`config.mk`:
```
export PLATFORM = sky130hd
export DESIGN_NAME = tcsb_ram
export DESIGN_NICKNAME = d
export VERILOG_FILES = /design/src/tcsb_ram.sv
export SDC_FILE = /design/constraint.sdc
export NUM_CORES = 2
export LEC_CHECK = 0
export ABC_CLOCK_PERIOD_IN_PS = 3050
export BUFFER_PORTS_ARGS = -buffer_cell sky130_fd_sc_hd__buf_2
export CAP_MARGIN = 5
export CORE_ASPECT_RATIO = 0.8
export CORE_MARGIN = 2
export CORE_UTILIZATION = 54
export CTS_CLUSTER_DIAMETER = 50
export DETAILED_ROUTE_END_ITERATION = 12
export PLACE_DENSITY = 0.75
export REMOVE_ABC_BUFFERS = 1
export SYNTH_ARGS = -nofsm -noshare
export SYNTH_HDL_FRONTEND = slang
export SYNTH_SLANG_ARGS = --single-unit
```
`constraint.sdc`:
```
create_clock -name clk -period 3.05 [get_ports clk]
set_clock_uncertainty 0.1 [all_clocks]
set_input_delay 0.305 -clock clk [delete_from_list [all_inputs] [get_ports clk]]
set_output_delay 0.305 -clock clk [all_outputs]
set_load 0.01 [all_outputs]
```
`src/tcsb_ram.sv`:
```
// ============================================================================
// tcsb_ram
// Single-port synchronous RAM with a registered read port.
// ============================================================================
`timescale 1ns / 1ps
`default_nettype none

module tcsb_ram #(
    parameter int WIDTH = 8,
    parameter int DEPTH = 256
) (
    input  wire logic                     clk,
    input  wire logic                     we,
    input  wire logic [$clog2(DEPTH)-1:0] addr,
    input  wire logic [WIDTH-1:0]         wdata,
    output logic      [WIDTH-1:0]         rdata
);

    logic [WIDTH-1:0] mem [DEPTH];
    logic [WIDTH-1:0] rdata_reg;

    always_ff @(posedge clk)
    begin
        if (we)
        begin
            mem[addr] <= wdata;
        end
        rdata_reg <= mem[addr];
    end

    assign rdata = rdata_reg;

endmodule

`default_nettype wire

```
# --- Yosys cells after proc, flatten, opt, wreduce, memory -nomap -nowiden ---
# Memory sizes are Yosys's and may differ from the RTL's. A register that Yosys moved wholly into a read port is not among the register bits.
# Index checks and enable logic that the tools add are counted.
op_classes:
  addsub: 0
  mul: 0
  div: 0
  order_cmp: 0
  eq_ne: 0
  shift: 0
  n_mux: 2
  n_bitwise: 0
  n_reduce_logical: 0
ops:
  columns: ["op", "n"]
  rows:
  - ["$mux 1", 2]
totals:
  register_bits: 0
  latchBits: 0
  ram_bits: 2048
  mem_bits_ro: 0
  in_bits: 18
  output_inout_bits: 8
  elab_cells: 3
  mem_count: 1
memory_table:
  columns: ["name", "depth", "word_bits", "read_ports", "rd_ports_with_merged_regs", "write_ports", "line", "source"]
  rows:
  - ["mem", 256, 8, 1, 1, 1, "19", "logic [WIDTH-1:0] mem [DEPTH];"]

# --- Logic depth before layout (Yosys ltp) ---
logic_depth:
  ltp_word: 2
  mapped_depth: 10
  ltp_nobuf: 5

# --- Worst setup path before layout ---
# OpenSTA, ideal clock, no wires.
synth_timing:
  path_type: "input-to-reg"
  start: "input port addr[1]"
  end: "memory mem[111][0] (enable)"
  setup_ns: 0.370
  t_arrival_ns: 2.154
  required_ns: 2.580
  setup_slack_ns: 0.426
  stages: 9
  n_path_buf: 5
  cell_sequence: "buf_2 -> clkbuf_1 -> clkbuf_1 -> nand2_1 -> buf_2 -> nor2_1 -> nand2_1 -> clkbuf_1 -> nor2_1"
synth_rtl:
  columns: ["element", "line", "source"]
  rows:
  - ["start: declaration", "14", "input wire logic [$clog2(DEPTH)-1:0] addr,"]
  - ["end: declaration", "19", null]
# Straight into the memory's write port.

==> summary.md <==
| Metric | Value |
|---|---|
| Worst Path Required | 3.62 ns |
| MaxCap Viol Count | 0 |
| First-pass GRT wire length | 277.5 mm |
| Int Power | 44.30 mW |
| Die X | 430.3 um |
| Area Overhead vs Synth | 15.20% |
| Max reg flops | 2048 |
| Non-Filler Instances | 6118 |
| Antenna-violating nets left | 0 |
| Post-synthesis mux area share | 0.1469 |
| Synth Area per Inst | 22.13 um2 |
| Relative slew slack | 0.2668 |
| Total core area | 144800 um2 |
| Area contributors post-synth | edfxtp_1, mux4_2, a22oi_1 |
| Initial DRC count | 5870 |
| CP Max Fanout | 1 |
| Combinational power share | 0.050 |
| Longest Clk Path Bufs | 3 |
| Worst min path class | in2reg |
| Failing checks | negative hold slack |
| Setup WS post-layout | 0.08719 ns |
| Post-CTS setup buffer count | 0 |
| Clock power frac | 0.394 |
| Final hold violations | 5 |
| Die height | 345.0 um |
| P_leak | 28.51 nW |
| Layout cell share with drive strength beyond 1 | 0.3153 |
| Post-DP Area | 84710 um2 |
| Slew Viols, Final | 0 |
| Placed cells | 5780 |
| Share of Yosys cell area claimed by the top area cell type | 0.7835 |
| Synth Instances | 3547 |
| Reg2Reg Setup Slack | 0.09 ns |
| # setup viols final | 0 |
| Max Clock Freq | 0.3375 GHz |
| Yosys reg bits | 2056 |
| Pwr dens | 620.3 nW/um2 |
| Synth Cell Area | 78490 um2 |
| Root Driver | clkbuf_16 |
| Simple-gate area share of the yosys netlist | 0.01733 |
| PortBufs | 25 |
| DR DRC count | 0 |
| Post-route cell area | 90420 um2 |
| RSZ-0062 raised after global routing | false |
| Psw | 11.78 mW |
| Most common cell after layout, fill and taps aside | edfxtp_1 |
| Die footprint | 148400 um2 |
| Status | finished, violations left |
| Pre-CTS setup slack | -0.5949 ns |
| Crit path arrival time | 3.53 ns |
| Clock sink count | 2056 |
| CTS tree | yes |
| Biggest area consumer among synthesized cells | edfxtp_1 |
| Total Routing Usage GR | 0.2581 |
| Hold EP | mem[84][5] |
| WL/cell | 31.17 um |
| R2R cell count | 6 |
| Yosys cell types | 22 |
| Adder-Cell Fraction of Synth Area | 0 |
| Setup Crit Path Kind | reg2reg |
| Hold path depth | 1 |
| Final GP Congestion | 0.8434 |
| Crit. End Element | flop |
| Fill count | 9442 |
| Detailed-route via count | 40090 |
| Measured slew at the worst slew-check pin | 1.086 ns |
| Post-DP HPWL | 117.4 mm |
| Initial Utilization | 0.5420 |
| Drt pass-1 iters | 6 |
| Sequential share of the synthesized area | 0.7855 |
| Tcrit/Tclk final | 0.9714 |
| Largest net degree at the start of global routing | 112 |
| TritonCTS buffer count | 184 |
| Yosys warning count | 0 |
| Post-layout util | 0.6243 |
| Vias in the first global route | 39750 |
| Antenna violations before repair | 6 |
| Clk_lat worst skew | 0.83 ns |
| Post-synthesis compound-gate area fraction | 0.03622 |
| Switching Fraction | 0.2101 |
| DRT Wirelength | 190.7 mm |
| Synth Area in XOR/XNOR | 0 |
| Nets | 4085 |
| Hold Startpoint | wdata[5] |
| R2r startpoint | mem[54][7] |
| Via density | 6.553 |
| Row count | 125 |
| FF-to-FF End | rdata[7] |
| H-tree levels | 4 |
| Io pins | 26 |
| Combinational family with the most area after synthesis | multiplexers |
| Startpoint types | flop |
| Maximum vdd drop | 0.5784 mV |
| Most frequent cells in the layout | edfxtp_1, mux4_2, buf_4, a22oi_1, nor2_1 |
| GRT overflow | 0 |
| Hold_ws | -0.01632 ns |
| Sequential share of power | 0.556 |
| Clock-pin slew on the worst setup and hold paths | 0.06 ns |
| Final min period | 2.963 ns |
## through the flow
step	TNS (ns)	total power, mW
after global routing	0	57.48
after floorplan	-5527.75	32.84
after CTS	0	56.30
final	0	56.09
after detailed placement	-1.977	34.57
after global placement	-2.204	34.50
## how the worst max path moves through the flow
| stage | end | cells after the start | start | slack (ns) |
|---|---|---|---|---|
| floorplan | mem[132][0] | 3 | addr[3] | -4.21 |
| global placement | rdata[7] | 8 | addr[0] | -0.77 |
| detailed placement | rdata[7] | 10 | addr[0] | -0.59 |
| CTS | rdata[7] | 6 | mem[10][7] | 0.15 |
| global route | rdata[7] | 6 | mem[10][7] | 0.04 |
| finish | rdata[7] | 6 | mem[54][7] | 0.09 |
## final cells by class
| cell class | count | area [um2] | share of cell area |
|---|---|---|---|
| clock buffers | 229 | 4890 | 0.05408 |
| flip-flops and latches | 2056 | 61660 | 0.6819 |
| inverters | 1 | 3.754 | 0.00004151 |
| repair buffers | 566 | 4942 | 0.05466 |
| clock inverters | 102 | 760.7 | 0.008413 |
| well taps | 1905 | 2384 | 0.02636 |
| multi-input cells | 1258 | 15780 | 0.1745 |
| diodes | 1 | 2.502 | 0.00002768 |
## layer usage
metal / vias up / global-route usage / share of wire
met5: - / 0 / 0.00014
met4: 4 / 0.08070 / 0.028
met3: 312 / 0.05439 / 0.12
met2: 2716 / 0.3870 / 0.47
met1: 20950 / 0.3865 / 0.39
li1: 16110 / - / -
## cells by family after synthesis
family | after synthesis
muxes | 512
DFF | 2056
and+or+nand+nor | 330
AOI/OAI and AO/OA | 416
buffers and inverters | 233
## power groups by stage
stage / registers [mW] / clock network [mW] / logic [mW]
global placement: 31.8 / 0 / 2.71
CTS: 31.2 / 22.3 / 2.80
finish: 31.2 / 22.1 / 2.81
detailed placement: 31.8 / 0 / 2.78
global route: 31.2 / 23.4 / 2.95
floorplan: 31.8 / 0 / 1.07
## Yosys cell counts
cell and instances:
buf_2 36, dfxtp_1 8, nand3_1 13, nand4_1 8, nand2_1 28, buf_1 19, inv_1 1, clkbuf_1 145
nand2b_1 6, o41ai_1 32, edfxtp_1 2048, nor3_1 30, a22oi_1 256, a21oi_1 128, nor2_1 232, and2_1 3
or3_1 1, nor2b_1 7, or2_2 2, mux4_2 512, buf_4 16, buf_6 16
## worst max-delay path: stages, from the launching register on
cell	delay, ns
edfxtp_1	0.38
mux4_2	0.50
a22oi_1	0.27
a21oi_1	0.21
o41ai_1	1.00
buf_4	0.27
nand4_1	0.09
## timing repair
action | 4_1_cts | 5_1_grt
resized for setup | 0 | 0
hold buffers | 6 | 0
hold endpoints to repair | 147 | 0
(Power assumes the default switching activity.)
